File: src/rtl/atod_pkg.sv
// Package for the adapter tail overlap detector: adapter sequences,
// register map, reset values and the structs passed between modules.
package atod_pkg;

	localparam int SEQ_CHARS = 19;
	localparam int CHAR_W    = 8;
	localparam int OVL_W     = 5;

	// Register indexes
	localparam logic [1:0] REG_MIN_OVERLAP = 2'd0;

	localparam logic [OVL_W-1:0] MIN_OVERLAP_RESET = 5'd6;

	// Adapter 0: CTGTCTCTTATACACATCT, adapter 1: AGATGTGTATAAGAGACAG
	localparam logic [CHAR_W-1:0] ADAPTER_SEQ [2][SEQ_CHARS] = '{
		'{"C","T","G","T","C","T","C","T","T","A","T","A","C","A","C","A","T","C","T"},
		'{"A","G","A","T","G","T","G","T","A","T","A","A","G","A","G","A","C","A","G"}
	};

	typedef struct packed {
		logic accept;
		logic last;
	} hist_ctl_t;

	typedef struct packed {
		logic [OVL_W-1:0] overlap;
		logic             sel;
	} atod_result_t;

endpackage

File: src/rtl/atod_hist.sv
// Base history shift register and the stage-1 window snapshot.
// Depends on atod_pkg.
module atod_hist #(
	parameter int ADAPTER_LEN = 19,
	parameter int SEEN_W      = 5
) (
	input  logic                       clk,
	input  logic                       arst_n,
	input  atod_pkg::hist_ctl_t        ctl,
	input  logic [atod_pkg::CHAR_W-1:0] base_char,
	output logic [atod_pkg::CHAR_W-1:0] window_s1 [ADAPTER_LEN],
	output logic [SEEN_W-1:0]          seen_s1
);
	import atod_pkg::*;

	logic [CHAR_W-1:0] hist_q   [ADAPTER_LEN];
	logic [CHAR_W-1:0] win_next [ADAPTER_LEN];
	logic [SEEN_W-1:0] seen_q, seen_next;

	// newest base at the top index
	always_comb begin
		for (int k = 0; k < ADAPTER_LEN - 1; k++) begin
			win_next[k] = hist_q[k+1];
		end
		win_next[ADAPTER_LEN-1] = base_char;
		seen_next = (seen_q == SEEN_W'(ADAPTER_LEN)) ? seen_q : seen_q + 1'b1;
	end

	always_ff @(posedge clk or negedge arst_n) begin
		if (!arst_n) begin
			for (int k = 0; k < ADAPTER_LEN; k++) begin
				hist_q[k] <= '0;
			end
			seen_q <= '0;
		end else if (ctl.accept) begin
			for (int k = 0; k < ADAPTER_LEN; k++) begin
				hist_q[k] <= ctl.last ? '0 : win_next[k];
			end
			seen_q <= ctl.last ? '0 : seen_next;
		end
	end

	// snapshot of the window as it stands after this base
	always_ff @(posedge clk) begin
		if (ctl.accept) begin
			window_s1 <= win_next;
			seen_s1   <= seen_next;
		end
	end

endmodule

File: src/rtl/atod_match.sv
// Parallel suffix/prefix compare against both adapters; longest match of adapter 0, else of adapter 1.
// Depends on atod_pkg.
module atod_match #(
	parameter int ADAPTER_LEN = 19,
	parameter int SEEN_W      = 5
) (
	input  logic [atod_pkg::CHAR_W-1:0] window [ADAPTER_LEN],
	input  logic [SEEN_W-1:0]           seen,
	input  logic [atod_pkg::OVL_W-1:0]  min_ov,
	output atod_pkg::atod_result_t      res
);
	import atod_pkg::*;

	localparam int MAXL = (ADAPTER_LEN < SEQ_CHARS) ? ADAPTER_LEN : SEQ_CHARS;

	logic [MAXL:1]    hit0, hit1;
	logic [OVL_W-1:0] best0, best1;

	always_comb begin
		logic ok0, ok1;
		hit0 = '0;
		hit1 = '0;
		for (int len = 1; len <= MAXL; len++) begin
			ok0 = 1'b1;
			ok1 = 1'b1;
			for (int i = 0; i < len; i++) begin
				if (window[ADAPTER_LEN-len+i] != ADAPTER_SEQ[0][i]) ok0 = 1'b0;
				if (window[ADAPTER_LEN-len+i] != ADAPTER_SEQ[1][i]) ok1 = 1'b0;
			end
			// length must fit the read and reach the minimum overlap
			if ((6'(len) <= 6'(seen)) && (6'(len) >= {1'b0, min_ov})) begin
				hit0[len] = ok0;
				hit1[len] = ok1;
			end
		end
	end

	// longest hit per adapter wins: later (longer) lengths overwrite; any adapter 0 hit beats adapter 1
	always_comb begin
		best0 = '0;
		best1 = '0;
		for (int len = 1; len <= MAXL; len++) begin
			if (hit0[len]) best0 = OVL_W'(len);
			if (hit1[len]) best1 = OVL_W'(len);
		end
		priority if (min_ov == '0) begin
			res = '0;
		end else if (|hit0) begin
			res.overlap = best0;
			res.sel     = 1'b0;
		end else if (|hit1) begin
			res.overlap = best1;
			res.sel     = 1'b1;
		end else begin
			res = '0;
		end
	end

endmodule

File: src/rtl/adapter_tail_overlap_detector_top.sv
// A last base's window is registered into stage 1, then its result into the output register on m_*.
// Throughput: one base per cycle; s_tready drops only while a pending result
// in stage 1 cannot move into the full, stalled output register.
// Reset (arst_n low, asynchronous): history and base count cleared,
// min_overlap back to 6, no result pending.
module adapter_tail_overlap_detector_top #(
	parameter int ADAPTER_LEN = 19
) (
	input  logic        clk,
	input  logic        arst_n,
	// input base stream
	input  logic        s_tvalid,
	output logic        s_tready,
	input  logic [7:0]  s_tdata,   // [7:0] base_char
	input  logic        s_tlast,   // last_base
	// result stream
	output logic        m_tvalid,
	input  logic        m_tready,
	output logic [15:0] m_tdata,   // [5:0] tail_info, [10:6] overlap_len, [15:11] zero
	output logic [0:0]  m_tuser,   // [0] adapter_sel
	// APB configuration port
	input  logic        psel,
	input  logic        penable,
	input  logic        pwrite,
	input  logic [1:0]  paddr,
	input  logic [31:0] pwdata,
	output logic [31:0] prdata,
	output logic        pready
);
	import atod_pkg::*;

	// base count must hold ADAPTER_LEN itself
	localparam int SEEN_W = $clog2(ADAPTER_LEN + 1);

	logic [OVL_W-1:0]  min_ov_q;
	logic [CHAR_W-1:0] window_s1 [ADAPTER_LEN];
	logic [SEEN_W-1:0] seen_s1;
	logic              valid_s1;
	atod_result_t      res;
	atod_result_t      out_q;
	logic              out_valid_q;
	logic              advance;
	hist_ctl_t         hctl;

	// --- configuration ---
	assign pready = 1'b1;

	always_ff @(posedge clk or negedge arst_n) begin
		if (!arst_n) begin
			min_ov_q <= MIN_OVERLAP_RESET;
		end else if (psel && penable && pwrite && pready && (paddr == REG_MIN_OVERLAP)) begin
			min_ov_q <= pwdata[OVL_W-1:0];
		end
	end

	assign prdata = (paddr == REG_MIN_OVERLAP) ? {{(32-OVL_W){1'b0}}, min_ov_q} : '0;

	// --- flow control ---
	// output register frees up when empty or being taken
	assign advance  = !out_valid_q || m_tready;
	// stage 1 only holds a request for a last base; it drains when advance is high
	assign s_tready = !valid_s1 || advance;

	assign hctl.accept = s_tvalid && s_tready;
	assign hctl.last   = s_tlast;

	// --- history and window snapshot ---
	atod_hist #(
		.ADAPTER_LEN(ADAPTER_LEN),
		.SEEN_W     (SEEN_W)
	) u_hist (
		.clk      (clk),
		.arst_n   (arst_n),
		.ctl      (hctl),
		.base_char(s_tdata),
		.window_s1(window_s1),
		.seen_s1  (seen_s1)
	);

	always_ff @(posedge clk or negedge arst_n) begin
		if (!arst_n) begin
			valid_s1 <= 1'b0;
		end else if (hctl.accept) begin
			valid_s1 <= s_tlast;
		end else if (advance) begin
			valid_s1 <= 1'b0;
		end
	end

	// --- compare against both adapters ---
	atod_match #(
		.ADAPTER_LEN(ADAPTER_LEN),
		.SEEN_W     (SEEN_W)
	) u_match (
		.window(window_s1),
		.seen  (seen_s1),
		.min_ov(min_ov_q),
		.res   (res)
	);

	// --- result register ---
	always_ff @(posedge clk or negedge arst_n) begin
		if (!arst_n) begin
			out_valid_q <= 1'b0;
		end else if (advance) begin
			out_valid_q <= valid_s1;
		end
	end

	always_ff @(posedge clk) begin
		if (advance && valid_s1) begin
			out_q <= res;
		end
	end

	// tail_info = overlap * 2 + adapter index
	assign m_tvalid   = out_valid_q;
	assign m_tdata    = {5'b0, out_q.overlap, out_q.overlap, out_q.sel};
	assign m_tuser[0] = out_q.sel;

endmodule

File: config.mk
export PLATFORM = sky130hd
export DESIGN_NAME = adapter_tail_overlap_detector_top
export DESIGN_NICKNAME = d
export VERILOG_FILES = /design/src/rtl/atod_pkg.sv /design/src/rtl/atod_hist.sv /design/src/rtl/atod_match.sv /design/src/rtl/adapter_tail_overlap_detector_top.sv
export SDC_FILE = /design/constraint.sdc
export NUM_CORES = 1
export LEC_CHECK = 0
export BUFFER_PORTS_ARGS = -buffer_cell sky130_fd_sc_hd__clkbuf_2
export CAP_MARGIN = 20
export CORE_AREA = 3 3 205 207
export DETAILED_ROUTE_END_ITERATION = 12
export DIE_AREA = 0 0 208 210
export SLEW_MARGIN = 5
export SYNTH_ARGS = -nofsm -noshare
export SYNTH_HDL_FRONTEND = slang
export SYNTH_HIERARCHICAL = 1
export SYNTH_SLANG_ARGS = --single-unit
File: constraint.sdc
create_clock -name clk -period 6.4 [get_ports clk]
set_clock_uncertainty 0.15 [all_clocks]
set_input_delay 0.64 -clock clk [delete_from_list [all_inputs] [get_ports clk]]
set_output_delay 0.64 -clock clk [all_outputs]
set_load 0.005 [all_outputs]
### Yosys cells after proc, flatten, opt, wreduce, memory -nomap -nowiden

Index checks and enable logic that the tools add are counted.

* input bits: 50
* flip-flop bits (word level): 319
* output and inout bits: 52
* word-level logic and storage cells: 673

* $lt $le $gt $ge: 38
* equality and inequality tests: 75
* reductions and logical operators: 34
* $add $sub $neg: 1
* mux-type cells: 481

Operators by type and width (number)
* inequality test 8 x 7 -> 1 bit (second input constant): 74
* two-way mux 1 bit: 422
* two-way mux 8 bit: 18
* two-way mux 4 bit: 16
* two-way mux 5 bit: 11
* greater-or-equal comparator 4 x 5 -> 1 bit (first input constant): 8
* less-or-equal comparator 4 x 5 -> 1 bit (first input constant): 8
* OR reduction 19 bit: 2
* logical AND 1 bit: 24
* two-way mux 3 bit: 8
* greater-or-equal comparator 3 x 5 -> 1 bit (first input constant): 4
* greater-or-equal comparator 5 bit (first input constant): 4
* less-or-equal comparator 3 x 5 -> 1 bit (first input constant): 4
* less-or-equal comparator 5 bit (first input constant): 4
* OR reduction 20 bit: 1
* two-way mux 6 bit: 2
* greater-or-equal comparator 2 x 5 -> 1 bit (first input constant): 2
* less-or-equal comparator 2 x 5 -> 1 bit (first input constant): 2
* two-way mux 2 bit: 4
* adder 5 x 1 -> 5 bit (second input constant): 1
* == test 5 bit (second input constant): 1
* greater-or-equal comparator 1 x 5 -> 1 bit (first input constant): 1
* less-or-equal comparator 1 x 5 -> 1 bit (first input constant): 1
* logical NOT 5 bit: 1
* 4 further kinds: 6

### Longest topological paths before layout

Gate-level depths: netlist of run 1.

* depth after elaboration: 24
* mapped depth: 10
* gate-level depth less buffers: 8

### Cells and area by module

Netlist of run 1, hierarchy kept.

By module, submodules not included
* atod_hist: cells an instance 819, area an instance 11214.5 sq um, seq. area each 8443.1 sq um, instances 1
* atod_match: cells an instance 453, area an instance 3164.3 sq um, seq. area each 0.0 sq um, instances 1
* adapter_tail_overlap_detector_top: cells an instance 73, area an instance 824.5 sq um, seq. area each 357.8 sq um, instances 1

### Least setup slack after synthesis of run 1

No wires, ideal clock.

* path type: input port to flip-flop
* from: input m_tready
* to: register u_hist/hist_q[80] (netlist bit)
* stages on the path: 6
* arrival: 5569 ps
* required time: 6116 ps
* slack: 547 ps
* path buffers: 3
* setup time: 134 ps
* path through: nand3b_1 -> and2_1 -> buf_2 -> buf_4 -> clkbuf_1 -> o21ai_0

RTL lines
* start, declared: line adapter_tail_overlap_detector_top.sv:18 `input logic m_tready,`
* end signal, assigned by index: line atod_hist.sv:37 `hist_q[k] <= ctl.last ? '0 : win_next[k];`
* end, declared: line atod_hist.sv:16 `logic [CHAR_W-1:0] hist_q [ADAPTER_LEN];`

### Final worst setup path of run 1

* from: register u_hist/window_s1[41] (netlist bit)
* to: register out_q (netlist bit m_tdata[1]) (data pin)

* cells in the longest elaborated chain, start to end: 24
* elaborated cells on any way between the ends: 232

RTL lines
* start, declared: line atod_hist.sv:11 `output logic [atod_pkg::CHAR_W-1:0] window_s1 [ADAPTER_LEN],`
* start signal, assigned: line atod_hist.sv:46 `window_s1 <= win_next;`
* inequality test 8 x 7 -> 1 bit: line atod_match.sv:27, atod_match.sv:28
* two-way mux 1 bit (6 in a row): line atod_match.sv:28 `if (window[ADAPTER_LEN-len+i] != ADAPTER_SEQ[1][i]) ok1 = 1'b0;`
* two-way mux 1 bit: line atod_match.sv:31 `if ((6'(len) <= 6'(seen)) && (6'(len) >= {1'b0, min_ov})) begin`
* two-way mux 3 bit (2 in a row): line atod_match.sv:44 `if (hit1[len]) best1 = OVL_W'(len);`
* two-way mux 4 bit (8 in a row): line atod_match.sv:44
* two-way mux 5 bit (4 in a row): line atod_match.sv:44
* two-way mux 6 bit: line atod_match.sv:51 `end else if (|hit1) begin`
* two-way mux 6 bit *: line atod_match.sv:48 `end else if (|hit0) begin`
* end signal, assigned: line adapter_tail_overlap_detector_top.sv:112 `out_q <= res;`
* end, declared: line adapter_tail_overlap_detector_top.sv:40 `atod_result_t out_q;`

Every way passes the cells marked *; elsewhere a longest branch is shown, timed or not.
A chain may end at the register's enable or synchronous reset.

==> results.md, run 1 <==
* Status: completed
* Via count at ~11000
* Hold buffer count at cts at 0
* Power Internal at between 3000 and 4000 µW
* Post-route setup TNS at 0 ns
* Global route total overflow at 0
* Yosys reg bits at about 320
* Combinational Power Share at under 10%
* CTS Buf Count at 35
* Synth warnings at 6
* Crit path time final at between 3 and 4 ns
* Worst Setup End Kind: flip-flop
* Setup violators final at 0
* Gr usage total at a little under a fifth
* Area Growth Syn to Fin at 10.8%
* WS Path Type: reg2reg
* Post-CTS resize count at 0
* Max VDD drop at around 170 µV
* Register share of total power at roughly 51%
* Hpwl dp at about 29 mm
* RSZ-0062 raised after global routing: false
* Mapped cell area at 15200 µm²
* Chip Height at 210 µm
* Sw Pwr at 1150 µW
* CP Data Required Time at roughly 6.6 ns
* First-pass GRT wire length at about 62 mm
* Placer's final routability congestion estimate at between 0.9 and 1
* Post-CTS setup buffers at 0
* Rel. slew slack at around a third
* Count of final hold-check violations at 0
* CTS clk-pin slew, worst paths at approximately 0.06 ns
* Worst Setup Start Kind: flip-flop
* Crit path DAT at 4.07 ns
* Row Count at between 70 and 80
* Ant diodes at 0
* Switching share of power at between 20% and 30%
* IO Port Bufs at between 40 and 50
* Max-Cap Viols at 0
* Max Freq at about 260 MHz
* Cell variety after synth at 87
* Asr flop ratio synth at just under 50%
* Worst hold slack at 0.0558 ns
* CTS tree: done
* Period utilization at approximately three fifths
* Clock power frac at about two fifths
* Final Cell Area at around 17000 µm²
* Initial antenna violation count at 0
* Initial DRT Pass Iterations at 7
* Wirelength, routed at 39.9 mm
* Wire per inst at 20.7 µm
* Worst Tran Pin Value at 1.00 ns
* Later-pin clock latency in the skew report at approximately 0.53 ns
* Die Wd at 208 µm
* Mapped Avg Cell Area at between 10 and 15 µm²
* PwrDens at approximately 280 nW/µm²
* Clk sink count at 319
* Ports at 102
* Initial Utilization at between 30% and 40%
* Share of cells above drive strength 1 at between 10% and 20%
* Pin count of the biggest net entering global routing at 198
* CTS H-tree depth at 2
* Mapped Cells at about 1300
* DRC at 0
* Initial drt markers at ~770
* Final slew viol count at 0
* Post-detailed-route via-to-cell ratio at about 5.5
* Post-DP Area at ~16000 µm²
* Antenna viol nets, final at 0
* Worst-case clock buffer depth at 3
* Post-synth EDFFs at approximately 160
* Number of global-route vias before repair at between 10000 and 15000
* Synth Flop Type: edfxtp_1
* Die area at around 44000 µm²
* Nets@finish at between 1000 and 1500
* Hold Path Class: in2async
* Seq/Total Area, Yosys at around 58%
* Static leakage power at approximately 0.006 µW
* CP max FO at 5
* CTS Root Cell: clkbuf_16
* Core Area at 40600 µm²
[power by group through the flow]
stage | clock (µW) | sequential [µW] | combinational, µW
floorplan | 0 | 2380 | 272
global placement | 0 | 2420 | 345
detailed placement | 0 | 2430 | 346
CTS | 2010 | 2390 | 347
global route | 2090 | 2400 | 382
finish | 1950 | 2390 | 344
[synthesized netlist by cell type (3+ instances only)]
cell      instances  area [µm²]
clkbuf_1         34         128
o22ai_1           5        31.3
a41oi_1           4        35.0
nand3_1          27         135
o21ai_1          34         170
nand2b_1          8        50.1
and4bb_2         11         138
nor2b_1           8        50.1
nand4_1          60         375
buf_2            22         110
or4_1            10        75.1
nand3b_1        150        1130
xnor2_1           3        26.3
and2_1            4        25.0
nand4b_1          5        43.8
dfrtp_1         154        3850
or2_2             4        25.0
a22oi_1           3        22.5
a21oi_1           7        35.0
mux2_2            5        56.3
nor4b_2          12         180
nor4b_4           9         214
and4_1            4        35.0
nor4b_1          17         149
and4b_1           4        40.0
or3_1            10        62.6
nor2_1           40         150
buf_4            40         300
a211o_1           4        35.0
and2_2            5        37.5
nor4_1           29         181
and3_1            6        37.5
nor4bb_1         22         220
edfxtp_1        163        4890
nor3b_1           6        45.0
nand2_1          51         191
nor3_1           34         170
inv_1           157         589
o21ai_0         116         581
[path summary, 6_finish.rpt]
kind,start,end,slack (ns),cells past startpoint
worst min-delay path,arst_n,u_hist/hist_q[85]$_DFFE_PN0P_,0.06,1
worst max-delay path,u_hist/window_s1[41]$_DFFE_PP_,m_tdata[1]$_DFFE_PP_,2.53,8
worst min register to register,u_hist/hist_q[139]$_DFFE_PN0P_,u_hist/window_s1[147]$_DFFE_PP_,0.30,0
min in group clk,s_tdata[1],u_hist/window_s1[1]$_DFFE_PP_,0.16,1
worst max register to register,u_hist/window_s1[41]$_DFFE_PP_,m_tdata[1]$_DFFE_PP_,2.53,8
max in group asynchronous,arst_n,u_hist/hist_q[45]$_DFFE_PN0P_,4.56,2
[critical path, stage by stage (launching register included)]
cell      delay, ns
edfxtp_1       0.40
nor4b_2        0.89
nand4_1        0.63
nor4_2         0.58
nand4_1        0.19
o31a_1         0.34
nand4_1        0.14
o211ai_2       0.13
o22ai_1        0.26
[registers in the layout, indices dropped and copies added (netlist names)]
| signal | cells |
|---|---|
| m_tuser | 1 |
| m_tdata | 5 |
| m_tvalid | 1 |
| u_hist/hist_q | 144 |
| u_hist/seen_q | 5 |
| min_ov_q | 5 |
| u_hist/seen_s1 | 5 |
| valid_s1 | 1 |
| u_hist/window_s1 | 152 |
[cell type report]
class | instances | area, µm²
Fill cell | 3869 | 23700
Tap cell | 532 | 666
Inverter | 157 | 589
Clock inverter | 12 | 103
Clock buffer | 51 | 1010
Multi-Input combinational cell | 802 | 5380
Timing Repair Buffer | 50 | 294
Sequential cell | 319 | 8800
[stage by stage]
step / utilization, % / total power, µW / std cells / setup WS, ns
3_3_place_gp: 38.8 / 2760 / 1860 / 2.62
2_1_floorplan: - / 2650 / 1376 / 0.547
5_1_grt: 41.5 / 4870 / 1923 / 2.44
3_5_place_dp: 38.8 / 2770 / 1860 / 2.64
4_1_cts: 41.5 / 4740 / 1923 / 2.61
6_report: 41.5 / 4680 / 1923 / 2.53
[per-layer routing]
metal	wire, µm	global-route usage [%]	up-vias	share of wire, %
met1	18500	26.0	5201	46
li1	-	-	4920	-
met5	0	0	-	0
met2	17600	27.6	309	44
met3	2220	3.51	86	5.6
met4	1610	7.25	0	4.0
[logic make-up after synthesis]
family,synth area share (%)
compound gates,8.10
xor+xnor,0.173
fa+ha+maj,0.0823
buf+inv,7.52
flops,57.9
mux,0.370
other cells,0.0494
simple gates,25.8
[cells in the final DEF, fill, tap and decap left out, drive strengths merged, types with 4 or more instances in the layout]
cell	synthesis	layout
o21ai	151	151
nand4	62	62
nand4b	5	5
nand2b	8	8
nand3	27	27
buf	63	11
edfxtp	163	163
or2	5	5
nor2b	8	8
and4bb	13	13
and4b	4	4
nor4bb	22	22
or4	10	10
nand2	52	52
and3	6	6
a41oi	4	4
and4	4	4
inv	157	159
dfrtp	154	154
nor3	36	36
nor2	41	41
clkinv	0	8
nor3b	6	6
o22ai	5	5
conb	2	33
or3	10	10
a21oi	7	7
mux2	5	5
nor4	30	30
and2	9	9
nor4b	38	38
nand3b	150	150
clkbuf	35	90
a211o	4	4
(Power assumes the default switching activity.)
==> inputs of run 2 (changes only) <==
==> constraint.sdc (replaced) <==
create_clock -name clk -period 3.53 [get_ports clk]
set_clock_uncertainty 0.15 [all_clocks]
set_input_delay 0.353 -clock clk [delete_from_list [all_inputs] [get_ports clk]]
set_output_delay 0.353 -clock clk [all_outputs]
set_load 0.005 [all_outputs]
==> results.md, run 2 (synthesis results as in run 1) <==
* Status: completed
* Final core utilization at a little over two fifths
* Reg area at between 8000 and 9000 µm²
* Later-pin clock latency in the skew report at about 0.54 ns
* Initial antenna violation count at 1
* Static leakage power at 0.00641 µW
* Worst-case clock buffer depth at 3
* Crit-path most repeated cell: buf_4
* Worst hold slack at about 0.054 ns
* Max Freq at just over 300 MHz
* Crit path time final at 3.24 ns
* CP delay by family, top: simple AND/OR/NAND/NOR gates
* Max reg flops at 152
* DRC at 0
* Worst Setup End Kind: flip-flop
* Fillcell total at 3832
* CTS tree: done
* CTS Root Cell: clkbuf_16
* Number of global-route vias before repair at ~11000
* Hold Path Class: in2reg
* RSZ-0062 raised after global routing: false
* Commonest non-fill, non-tap cell in the layout: edfxtp_1
* Gr usage total at between 10% and 20%
* CTS Buf Count at 35
* WS Path Type: reg2reg
* Area Growth Syn to Fin at 16.1%
* First-pass GRT wire length at 62.9 mm
* Clk sink count at ~320
* Max VDD drop at 275 µV
* Top reg by flops: u_hist/window_s1
* Worst Tran Pin Value at between 0.8 and 0.9 ns
* Wire per inst at 19.9 µm
* Post-CTS setup buffers at 0
* CP Data Required Time at 3.75 ns
* Hpwl dp at between 20 and 30 mm
* Period utilization at between 90% and 100%
* Max-Cap Viols at 0
* Initial Utilization at a little under two fifths
* Die Wd at 208 µm
* Initial DRT Pass Iterations at 5
* CTS H-tree depth at 2
* PwrDens at 483 nW/µm²
* Pin count of the biggest net entering global routing at 106
* Row Count at between 70 and 80
* Wirelength, routed at ~40 mm
* Post-route setup TNS at 0 ns
* Via count at about 11000
* Worst-path cell chain: and4bb_1 -> nand4_1 -> buf_4 -> nor4_1 -> buf_4 -> nand2_1 -> o21a_1 -> a31oi_1 -> nor2_1 -> o22ai_1
* Worst Setup Start Kind: flip-flop
* CP max stage delay at between 0.6 and 0.7 ns
* Multi-input logic area at 5380 µm²
* Antenna viol nets, final at 0
* CTS clk-pin slew, worst paths at 0.06 ns
* Core Area at just over 40000 µm²
* Placer's final routability congestion estimate at ~0.92
* Die area at approximately 44000 µm²
* Rel. slew slack at approximately 45%
* Chip Height at roughly 210 µm
* Post-CTS resize count at 0
* IO Port Bufs at 41
* Final slew viol count at 0
* Global route total overflow at 0
* Initial drt markers at around 1000
* Nets@finish at around 1500
* CP max stage cell: nor4_1
* Setup violators final at 0
* Ports at ~100
* CP max FO at 6
* Crit path DAT at around 3.5 ns
* Largest regs: u_hist/window_s1: 152 flops, u_hist/hist_q: 144 flops
* Worst path buffer plus inverter count at 2
* Post-detailed-route via-to-cell ratio at between 5 and 6
* Share of cells above drive strength 1 at between 10% and 20%
* Count of final hold-check violations at 0
* Commonest cells after routing, fill and taps aside: edfxtp_1, inv_1, dfrtp_1, nand3b_1, o21ai_0
==> run 2: cell types whose count changed in the layout (fill, tap and decap cells not counted), sizes merged <==
| cell | previous run | this run |
|---|---|---|
| buf | 11 | 89 |
| dlygate4sd3 | 0 | 17 |
| clkinvlp | 1 | 2 |
| clkinv | 8 | 5 |
| clkbuf | 90 | 93 |
| diode | 0 | 2 |
==> run 2: per-stage QoR <==
step / cell area (µm²) / power, µW / std cells / setup slack [ns]
floorplan: 15300 / 4790 / 1376 / 0.698
detailed placement: 16400 / 5060 / 1938 / 0.335
global placement: 16400 / 5040 / 1938 / 0.300
global route: 17600 / 8890 / 2020 / 0.0926
CTS: 17600 / 8630 / 2019 / 0.330
finish: 17700 / 8520 / 2021 / 0.292
==> run 2: worst paths after layout <==
check / startpoint / to / slack (ns) / depth (start not counted)
worst min-delay path: penable / min_ov_q[4]$_DFFE_PN0P_ / 0.05 / 3
worst min register to register: u_hist/hist_q[141]$_DFFE_PN0P_ / u_hist/window_s1[149]$_DFFE_PP_ / 0.29 / 0
worst max-delay path: u_hist/window_s1[23]$_DFFE_PP_ / m_tdata[1]$_DFFE_PP_ / 0.29 / 10
max in group asynchronous: arst_n / u_hist/hist_q[14]$_DFFE_PN0P_ / 2.13 / 3
worst max register to register: u_hist/window_s1[23]$_DFFE_PP_ / m_tdata[1]$_DFFE_PP_ / 0.29 / 10
min in group asynchronous: arst_n / u_hist/hist_q[110]$_DFFE_PN0P_ / 0.24 / 2
==> run 2: final cells by class <==
cell class	instances	share of cell area (%)
Antenna cell	2	0.0284
Clock buffer	54	5.77
Clock inverter	10	0.539
Inverter	157	3.34
Multi-Input combinational cell	802	30.5
Sequential cell	319	49.9
Tap cell	532	3.77
Timing Repair Buffer	145	6.23
==> run 2: metal layers <==
metal | up-vias | GRT usage, % | share of wire (%)
li1 | 5120 | - | -
met1 | 5311 | 26.0 | 46
met2 | 322 | 28.1 | 45
met3 | 88 | 3.29 | 5.3
met4 | 0 | 7.63 | 4.2
met5 | - | 0 | 0
==> run 2: where the power goes <==
group	internal (µW)	total, µW	switching (µW)
registers	4120	4310	195
clock network	2070	3520	1440
logic	266	694	429
==> run 2: worst register-to-register path: cells and delay by family, from the launching register on <==
family	cells	cell delay, ns
buffers and inverters	2	0.42
AO/OA/AOI/OAI	3	0.58
AND/OR/NAND/NOR	5	1.52
flip-flops	1	0.42
==> run 2: timing repair <==
item | in CTS | in global routing
endpoints found under the hold margin | 77 | 0
hold buffers | 17 | 0
endpoints found under the setup margin | 0 | 0
